<file path="src/sv/nlsc_pkg.sv">
// nlsc_pkg: formats, constants and result packing for the natural log block
// no dependencies; used by natural_log_series_or_cfrac
package nlsc_pkg;

    localparam int MAX_TERMS       = 255;
    localparam int INPUT_FRAC_BITS = 16;

    localparam logic [31:0] ONE_IN   = 32'(64'd1 << INPUT_FRAC_BITS);
    localparam logic [63:0] QUOT_CAP = (64'd1 << 62) - 64'd1;
    localparam logic [31:0] NEG_MAX  = 32'h8000_0000;
    localparam logic [31:0] POS_MAX  = 32'h7FFF_FFFF;

    localparam logic [6:0] DIV_BITS_SHORT = 7'd32;
    localparam logic [6:0] DIV_BITS_FRAC  = 7'd62;

    // Q.32 magnitude plus sign to saturated Q8.24 two's complement
    function automatic logic [31:0] to_q824(input logic [63:0] mag32, input logic neg);
        logic [55:0] m;
        logic [31:0] res;
        m = mag32[63:8];
        if (neg)
        begin
            if (m >= 56'h8000_0000)
                res = NEG_MAX;
            else
                res = 32'(~m[31:0] + 32'd1);
        end
        else
        begin
            if (m > 56'h7FFF_FFFF)
                res = POS_MAX;
            else
                res = m[31:0];
        end
        return res;
    endfunction

endpackage

</file>
<file path="src/sv/natural_log_series_or_cfrac.sv">
// natural_log_series_or_cfrac: ln(x) by Taylor series or continued fraction
// sequencer around one shared 32x32 multiplier and one radix-2 divider
// depends on nlsc_pkg
//
//  channel | signals                                  | direction
//  --------+------------------------------------------+----------
//  input   | in_valid, in_ready, mode, x_value,        | in
//          | term_count                               |
//  output  | out_valid, out_ready, log_value, status   | out
//
// one item at a time; in_ready is high only while the sequencer is idle
// taylor: a 32-step division plus one multiply per term
// cfrac: two multiplies and a 62-step division per level
// x of zero or one goes from idle straight to the output state; the divider's one bit a cycle sets the rate
// reset clears the sequencer state and the divider count only; a stalled result holds until its transfer
module natural_log_series_or_cfrac (
    input  logic        clk,
    input  logic        rst_n,
    input  logic        in_valid,
    output logic        in_ready,
    input  logic        mode,
    input  logic [31:0] x_value,
    input  logic [7:0]  term_count,
    output logic        out_valid,
    input  logic        out_ready,
    output logic [31:0] log_value,
    output logic        status
);
    import nlsc_pkg::*;

    typedef enum logic [3:0] {
        S_IDLE, S_T_RDIV, S_T_DIV, S_T_MUL, S_C_QDIV, S_C_Q2,
        S_C_KK, S_C_NUM, S_C_DIV, S_C_FIN, S_C_FDIV, S_OUT
    } state_t;

    state_t      state_reg, state_next;
    logic        neg_reg, neg_next;
    logic [7:0]  n_reg, n_next;
    logic [7:0]  idx_reg, idx_next;
    logic [31:0] r_reg, r_next;
    logic [31:0] p_reg, p_next;
    logic [63:0] sum_reg, sum_next;
    logic [63:0] cf_reg, cf_next;
    logic [31:0] ma_reg, ma_next;
    logic [31:0] mb_reg, mb_next;
    logic [63:0] rem_reg, rem_next;
    logic [63:0] dl_reg, dl_next;
    logic [63:0] quo_reg, quo_next;
    logic [63:0] dvs_reg, dvs_next;
    logic [6:0]  dcnt_reg, dcnt_next;
    logic [31:0] log_value_reg, log_value_next;
    logic        status_reg, status_next;

    logic [63:0] prod;
    logic [64:0] trial;
    logic [64:0] trial_sub;
    logic [7:0]  n_clamp;
    logic [31:0] diff;
    logic [7:0]  k_dec;
    logic [63:0] sum_add;
    logic [47:0] num;
    logic        num_cap;
    logic [63:0] fin_a;
    logic        fin_cap;
    logic [63:0] quot_sel;
    logic [63:0] cf_upd;

    // shared multiplier, operands registered at issue
    assign prod = 64'(ma_reg) * 64'(mb_reg);

    // one restoring step of the shared divider
    assign trial     = {rem_reg, dl_reg[63]};
    assign trial_sub = trial - {1'b0, dvs_reg};

    assign n_clamp = (term_count == 8'd0) ? 8'd1
                   : ((16'(term_count) > 16'(MAX_TERMS)) ? 8'(MAX_TERMS) : term_count);
    assign diff    = (x_value < ONE_IN) ? (ONE_IN - x_value) : (x_value - ONE_IN);
    assign k_dec   = idx_reg - 8'd1;
    assign sum_add = sum_reg + quo_reg;
    assign num     = prod[47:0];
    assign num_cap = {46'd0, num} >= {cf_reg, 30'd0};
    assign fin_a   = {31'd0, r_reg, 1'b0};
    assign fin_cap = {30'd0, fin_a} >= {cf_reg, 30'd0};

    // fraction level update: cf = (2k-1) - quot, kept positive
    assign quot_sel = (state_reg == S_C_NUM) ? QUOT_CAP : quo_reg;
    always_comb
    begin
        logic [63:0] base;
        logic [63:0] t;
        base = ({55'd0, idx_reg, 1'b0} - 64'd1) << 32;
        t    = base - quot_sel;
        if ($signed(t) <= 64'sd0)
            cf_upd = 64'd1;
        else
            cf_upd = t;
    end

    // sequencer and divider
    always_comb
    begin
        state_next     = state_reg;
        neg_next       = neg_reg;
        n_next         = n_reg;
        idx_next       = idx_reg;
        r_next         = r_reg;
        p_next         = p_reg;
        sum_next       = sum_reg;
        cf_next        = cf_reg;
        ma_next        = ma_reg;
        mb_next        = mb_reg;
        dvs_next       = dvs_reg;
        log_value_next = log_value_reg;
        status_next    = status_reg;
        rem_next       = rem_reg;
        dl_next        = dl_reg;
        quo_next       = quo_reg;
        dcnt_next      = dcnt_reg;

        if (dcnt_reg != 7'd0)
        begin
            dl_next   = {dl_reg[62:0], 1'b0};
            dcnt_next = dcnt_reg - 7'd1;
            if (!trial_sub[64])
            begin
                rem_next = trial_sub[63:0];
                quo_next = {quo_reg[62:0], 1'b1};
            end
            else
            begin
                rem_next = trial[63:0];
                quo_next = {quo_reg[62:0], 1'b0};
            end
        end

        unique case (state_reg)
            S_IDLE:
            begin
                if (in_valid)
                begin
                    n_next   = n_clamp;
                    neg_next = x_value < ONE_IN;
                    sum_next = 64'd0;
                    quo_next = 64'd0;
                    if (x_value == 32'd0)
                    begin
                        log_value_next = NEG_MAX;
                        status_next    = 1'b1;
                        state_next     = S_OUT;
                    end
                    else if (x_value == ONE_IN)
                    begin
                        log_value_next = 32'd0;
                        status_next    = 1'b0;
                        state_next     = S_OUT;
                    end
                    else if (!mode)
                    begin
                        status_next = 1'b0;
                        if (x_value < ONE_IN)
                        begin
                            r_next    = diff << (32 - INPUT_FRAC_BITS);
                            p_next    = diff << (32 - INPUT_FRAC_BITS);
                            idx_next  = 8'd1;
                            rem_next  = 64'd0;
                            dl_next   = {diff << (32 - INPUT_FRAC_BITS), 32'd0};
                            dvs_next  = 64'd1;
                            dcnt_next = DIV_BITS_SHORT;
                            state_next = S_T_DIV;
                        end
                        else
                        begin
                            rem_next  = {32'd0, diff};
                            dl_next   = 64'd0;
                            dvs_next  = {32'd0, x_value};
                            dcnt_next = DIV_BITS_SHORT;
                            state_next = S_T_RDIV;
                        end
                    end
                    else
                    begin
                        status_next = 1'b0;
                        rem_next    = {32'd0, diff};
                        dl_next     = 64'd0;
                        dvs_next    = {32'd0, x_value} + {32'd0, ONE_IN};
                        dcnt_next   = DIV_BITS_SHORT;
                        state_next  = S_C_QDIV;
                    end
                end
            end
            S_T_RDIV:
            begin
                if (dcnt_reg == 7'd0)
                begin
                    r_next    = quo_reg[31:0];
                    p_next    = quo_reg[31:0];
                    idx_next  = 8'd1;
                    rem_next  = 64'd0;
                    dl_next   = {quo_reg[31:0], 32'd0};
                    quo_next  = 64'd0;
                    dvs_next  = 64'd1;
                    dcnt_next = DIV_BITS_SHORT;
                    state_next = S_T_DIV;
                end
            end
            S_T_DIV:
            begin
                if (dcnt_reg == 7'd0)
                begin
                    sum_next = sum_add;
                    if (idx_reg == n_reg)
                    begin
                        log_value_next = to_q824(sum_add, neg_reg);
                        state_next     = S_OUT;
                    end
                    else
                    begin
                        ma_next    = p_reg;
                        mb_next    = r_reg;
                        state_next = S_T_MUL;
                    end
                end
            end
            S_T_MUL:
            begin
                p_next    = prod[63:32];
                idx_next  = idx_reg + 8'd1;
                rem_next  = 64'd0;
                dl_next   = {prod[63:32], 32'd0};
                quo_next  = 64'd0;
                dvs_next  = {56'd0, idx_reg + 8'd1};
                dcnt_next = DIV_BITS_SHORT;
                state_next = S_T_DIV;
            end
            S_C_QDIV:
            begin
                if (dcnt_reg == 7'd0)
                begin
                    r_next     = quo_reg[31:0];
                    ma_next    = quo_reg[31:0];
                    mb_next    = quo_reg[31:0];
                    state_next = S_C_Q2;
                end
            end
            S_C_Q2:
            begin
                p_next   = prod[63:32];
                cf_next  = ({55'd0, n_reg, 1'b0} - 64'd1) << 32;
                idx_next = n_reg - 8'd1;
                ma_next  = {24'd0, n_reg - 8'd1};
                mb_next  = {24'd0, n_reg - 8'd1};
                if (n_reg == 8'd1)
                    state_next = S_C_FIN;
                else
                    state_next = S_C_KK;
            end
            S_C_KK:
            begin
                ma_next    = p_reg;
                mb_next    = prod[31:0];
                state_next = S_C_NUM;
            end
            S_C_NUM:
            begin
                if (num_cap)
                begin
                    cf_next  = cf_upd;
                    idx_next = k_dec;
                    ma_next  = {24'd0, k_dec};
                    mb_next  = {24'd0, k_dec};
                    state_next = (k_dec == 8'd0) ? S_C_FIN : S_C_KK;
                end
                else
                begin
                    rem_next  = {46'd0, num[47:30]};
                    dl_next   = {num[29:0], 34'd0};
                    quo_next  = 64'd0;
                    dvs_next  = cf_reg;
                    dcnt_next = DIV_BITS_FRAC;
                    state_next = S_C_DIV;
                end
            end
            S_C_DIV:
            begin
                if (dcnt_reg == 7'd0)
                begin
                    cf_next  = cf_upd;
                    idx_next = k_dec;
                    ma_next  = {24'd0, k_dec};
                    mb_next  = {24'd0, k_dec};
                    state_next = (k_dec == 8'd0) ? S_C_FIN : S_C_KK;
                end
            end
            S_C_FIN:
            begin
                if (fin_cap)
                begin
                    log_value_next = to_q824(QUOT_CAP, neg_reg);
                    state_next     = S_OUT;
                end
                else
                begin
                    rem_next  = {30'd0, fin_a[63:30]};
                    dl_next   = {fin_a[29:0], 34'd0};
                    quo_next  = 64'd0;
                    dvs_next  = cf_reg;
                    dcnt_next = DIV_BITS_FRAC;
                    state_next = S_C_FDIV;
                end
            end
            S_C_FDIV:
            begin
                if (dcnt_reg == 7'd0)
                begin
                    log_value_next = to_q824(quo_reg, neg_reg);
                    state_next     = S_OUT;
                end
            end
            S_OUT:
            begin
                if (out_ready)
                    state_next = S_IDLE;
            end
            default:
            begin
                state_next = S_IDLE;
            end
        endcase
    end

    // state, datapath and result registers
    always_ff @(posedge clk or negedge rst_n)
    begin
        if (!rst_n)
        begin
            state_reg <= S_IDLE;
            dcnt_reg  <= 7'd0;
        end
        else
        begin
            state_reg <= state_next;
            dcnt_reg  <= dcnt_next;
        end
    end

    always_ff @(posedge clk)
    begin
        neg_reg       <= neg_next;
        n_reg         <= n_next;
        idx_reg       <= idx_next;
        r_reg         <= r_next;
        p_reg         <= p_next;
        sum_reg       <= sum_next;
        cf_reg        <= cf_next;
        ma_reg        <= ma_next;
        mb_reg        <= mb_next;
        rem_reg       <= rem_next;
        dl_reg        <= dl_next;
        quo_reg       <= quo_next;
        dvs_reg       <= dvs_next;
        log_value_reg <= log_value_next;
        status_reg    <= status_next;
    end

    assign in_ready  = (state_reg == S_IDLE);
    assign out_valid = (state_reg == S_OUT);
    assign log_value = log_value_reg;
    assign status    = status_reg;

`ifndef SYNTHESIS
    // divider never runs while idle or presenting a result
    a_div_idle: assert property (@(posedge clk) disable iff (!rst_n)
        (state_reg == S_IDLE || state_reg == S_OUT) |-> dcnt_reg == 7'd0)
        else $error("divider busy outside computation");

    // minus-infinity status carries the most negative value
    a_zero_val: assert property (@(posedge clk) disable iff (!rst_n)
        (out_valid && status) |-> log_value == NEG_MAX)
        else $error("status set with wrong value");

    // an input transfer leads straight out of idle
    a_leave_idle: assert property (@(posedge clk) disable iff (!rst_n)
        (in_valid && in_ready) |=> !in_ready)
        else $error("still idle after input transfer");
`endif

endmodule
</file>
<file path="config.mk">
export PLATFORM = sky130hd
export DESIGN_NAME = natural_log_series_or_cfrac
export DESIGN_NICKNAME = d
export VERILOG_FILES = /design/src/sv/nlsc_pkg.sv /design/src/sv/natural_log_series_or_cfrac.sv
export SDC_FILE = /design/constraint.sdc
export NUM_CORES = 2
export LEC_CHECK = 0
export ABC_CLOCK_PERIOD_IN_PS = 19300
export BUFFER_PORTS_ARGS = -buffer_cell sky130_fd_sc_hd__buf_2
export CAP_MARGIN = 20
export CORE_ASPECT_RATIO = 0.9
export CORE_MARGIN = 2
export CORE_UTILIZATION = 40
export CTS_CLUSTER_DIAMETER = 120
export CTS_CLUSTER_SIZE = 30
export DETAILED_ROUTE_END_ITERATION = 7
export GPL_TIMING_DRIVEN = 0
export SLEW_MARGIN = 25
export SYNTH_ARGS = -nofsm -noshare
export SYNTH_HDL_FRONTEND = slang
export SYNTH_SLANG_ARGS = --single-unit
</file>
<file path="constraint.sdc">
create_clock -name clk -period 19.3 [get_ports clk]
set_clock_uncertainty 0.1 [all_clocks]
set_input_delay 1.93 -clock clk [delete_from_list [all_inputs] [get_ports clk]]
set_output_delay 1.93 -clock clk [all_outputs]
set_load 0.05 [all_outputs]
</file>
==> impl_metrics.env <==
export IMPL_min_period_ns=16.47
export IMPL_final_cells=10971
export IMPL_status="finished clean"
export IMPL_cts_sink_count=573
export IMPL_power_share_switching_pct=47.6
export IMPL_synth_largest_area_cell="fa_1"
export IMPL_overflow=0
export IMPL_avgSynthCellArea_um2=8.76
export IMPL_ios=80
export IMPL_fp_row_count=149
export IMPL_fin_util_pct=42.9
export IMPL_viasPerCell=6.05
export IMPL_drv_cap=0
export IMPL_cts_resized=0
export IMPL_nFillCells=18240
export IMPL_mappedNetlistArea_mm2=0.0735
export IMPL_final_common_cell="inv_1"
export IMPL_cp_data_required_time_ns=19.57
export IMPL_drc=0
export IMPL_power_density_mw_per_mm2=63.5
export IMPL_yosysWarnings=0
export IMPL_syn_to_final_growth_pct=6.84
export IMPL_synth_ff_type="edfxtp_1"
export IMPL_p_leak_nw=34.2
export IMPL_netlist_instances=8388
export IMPL_cts_buffers=27
export IMPL_grt_pass1_wl_um=460000
export IMPL_die_h_um=411
export IMPL_crit_fanout=10
export IMPL_ant_nets=0
export IMPL_setup_viol=0
export IMPL_reg2reg_from="ma_reg[16]"
export IMPL_cts_tree="done"
export IMPL_hold_buffers=0
export IMPL_synth_seq_cells=573
export IMPL_cp_buffers_inverters=16
export IMPL_comb_power_share_pct=52.7
export IMPL_postSynth_asyncResetShare_pct=1.92
export IMPL_layout_drive_gt1_share_pct=3.50
export IMPL_clk_latency_ns=0.70
export IMPL_synth_distinct_cells=104
export IMPL_cp_start_kind="register"
export IMPL_place_gp_congestion=1.04
export IMPL_synth_top_area_share_pct=24.5
export IMPL_synth_edff_count=370
export IMPL_worstSetupStartpoint="ma_reg[16]"
export IMPL_hpwl_um=261000
export IMPL_drt_iter0_drc=8508
export IMPL_critical_path_class="reg2reg"
export IMPL_vdd_drop_max_mv=0.0868
export IMPL_relSlewSlack_pct=15.4
export IMPL_holdCritPathClass="reg2reg"
export IMPL_power_switching_mw=2.38
export IMPL_die_area_mm2=0.187
export IMPL_root_buffer="clkbuf_16"
export IMPL_drtPass1Iterations=8
export IMPL_io_buffers=73
export IMPL_track_usage_pct=33.5
export IMPL_final_period_utilization_pct=85.3
export IMPL_grt_pass1_vias=64539
export IMPL_intPower_mw=2.61
export IMPL_ys_top_cells_by_area="fa_1, edfxtp_1, ha_1"
export IMPL_cp_slowest_cell="clkbuf_1"
export IMPL_fp_dieW_um=456
export IMPL_placed_area_mm2=0.0775
export IMPL_pwr_share_seq_pct=31.6
export IMPL_synth_nets=9788
export IMPL_post_cts_buffers=0
export IMPL_place_inst=10908
export IMPL_end_kind="register"
export IMPL_fin_nets=9921
export IMPL_fmax_mhz=60.7
export IMPL_mostFrequentLayoutCells="inv_1, nand2_1, fa_1"
export IMPL_fin_worst_hold_slack_ns=0.384
export IMPL_htree_levels=1
export IMPL_path_clk_slew_ns=0.12
export IMPL_worstPathArrival_ns=16.74
export IMPL_vias=66367
export IMPL_clockPowerShare_pct=15.7
export IMPL_critPathTopFamily="adder cells"
export IMPL_start_util_pct=40.2
export IMPL_worst_pin_slew_ns=1.26
export IMPL_slowest_delay_ns=0.85
export IMPL_power_total_mw=4.99
export IMPL_clockBufferDepth=3
export IMPL_antenna_found_initial=28
export IMPL_wl_per_cell_um=29.2
export IMPL_drv_slew=0
export IMPL_cp_common_cell="fa_1"
export IMPL_hold_path_startpoint="dl_reg[24]"
export IMPL_coreArea_mm2=0.183
export IMPL_fin_area_mm2=0.0785
export IMPL_wl_um=320000
export IMPL_rsz0062_at_grt="false"
export IMPL_yosysSeqAreaShare_pct=20.7
export IMPL_hold_violations=0
export IMPL_grt_max_degree=32
-- cell usage after synthesis (all sizes together) (85+ instances only) --
cell type / instances
a22o: 139
a21o: 153
nand3: 117
a21oi: 388
inv: 1080
xnor2: 160
and2: 563
mux2i: 85
edfxtp: 370
nor3: 121
dfxtp: 192
o21ai: 387
nor2: 430
ha: 457
fa: 898
nand2: 1069
nor4: 85
xor2: 126
nand4: 92
clkbuf: 476
-- routing by layer --
layer / global-route usage (%) / vias to the layer above / wire [um]
met1: 46.4 / 33305 / 133000
met3: 8.22 / 726 / 36500
met5: 0 / - / 48
met4: 14.8 / 8 / 17200
li1: - / 28535 / -
met2: 49.5 / 3793 / 133000
-- power groups by stage --
stage	registers (mW)	clock network (mW)	logic (mW)
floorplan	1.51	0	1.77
global placement	1.60	0	2.51
detailed placement	1.60	0	2.53
CTS	1.57	0.796	2.55
global route	1.58	0.827	2.83
finish	1.58	0.785	2.63
-- per-stage QoR --
stage          TNS [ns]  worst slack (ns)
3_3_place_gp    -264.32             -2.20
6_report              0              2.83
3_5_place_dp          0              2.86
4_1_cts               0              2.82
2_1_floorplan         0              3.84
5_1_grt               0              2.53
-- final cells by class --
type / instances / area, um2 / area share [%]
Tap cell: 2416 / 3020 / 3.85
Timing Repair Buffer: 104 / 749 / 0.954
Inverter: 1081 / 4060 / 5.17
Buffer: 523 / 2050 / 2.61
Sequential cell: 573 / 15200 / 19.4
Antenna cell: 13 / 32.5 / 0.0414
Clock buffer: 38 / 727 / 0.926
Clock inverter: 12 / 214 / 0.272
Multi-Input combinational cell: 6211 / 52400 / 66.8
-- worst register-to-register path: cells and delay by family, from the launching register on --
kind / cells / cell delay, ns
buffers and inverters: 16 / 3.95
xor gates and xnor gates: 1 / 0.83
adders and majority gates: 10 / 4.57
DFF: 1 / 0.68
AOI/OAI and AO/OA: 5 / 1.76
and+or+nand+nor: 14 / 4.28
-- final timing paths --
| kind | to | slack, ns | cells after the start |
|---|---|---|---|
| worst max register to register | ma_reg[2] | 2.83 | 46 |
| min in group asynchronous | state_reg[3] | 1.02 | 1 |
| max in group asynchronous | dcnt_reg[5] | 17.80 | 1 |
| worst min-delay path | dl_reg[25] | 0.38 | 1 |
| worst min register to register | dl_reg[25] | 0.38 | 1 |
| worst max-delay path | ma_reg[2] | 2.83 | 46 |
-- cell families (layout without fill, tap and decap cells) --
logic type | count (synthesis) | in the layout | share of synthesized area (%)
xor gates and xnor gates | 286 | 286 | 3.41
adders and majority gates | 1355 | 1355 | 32.2
and+or+nand+nor | 2766 | 2766 | 18.4
AOI/OAI and AO/OA | 1708 | 1708 | 15.7
muxes | 96 | 96 | 1.33
DFF | 573 | 573 | 20.7
buffers and inverters | 1604 | 1758 | 8.27
other | 0 | 13 | 0
(Power assumes the default switching activity.)
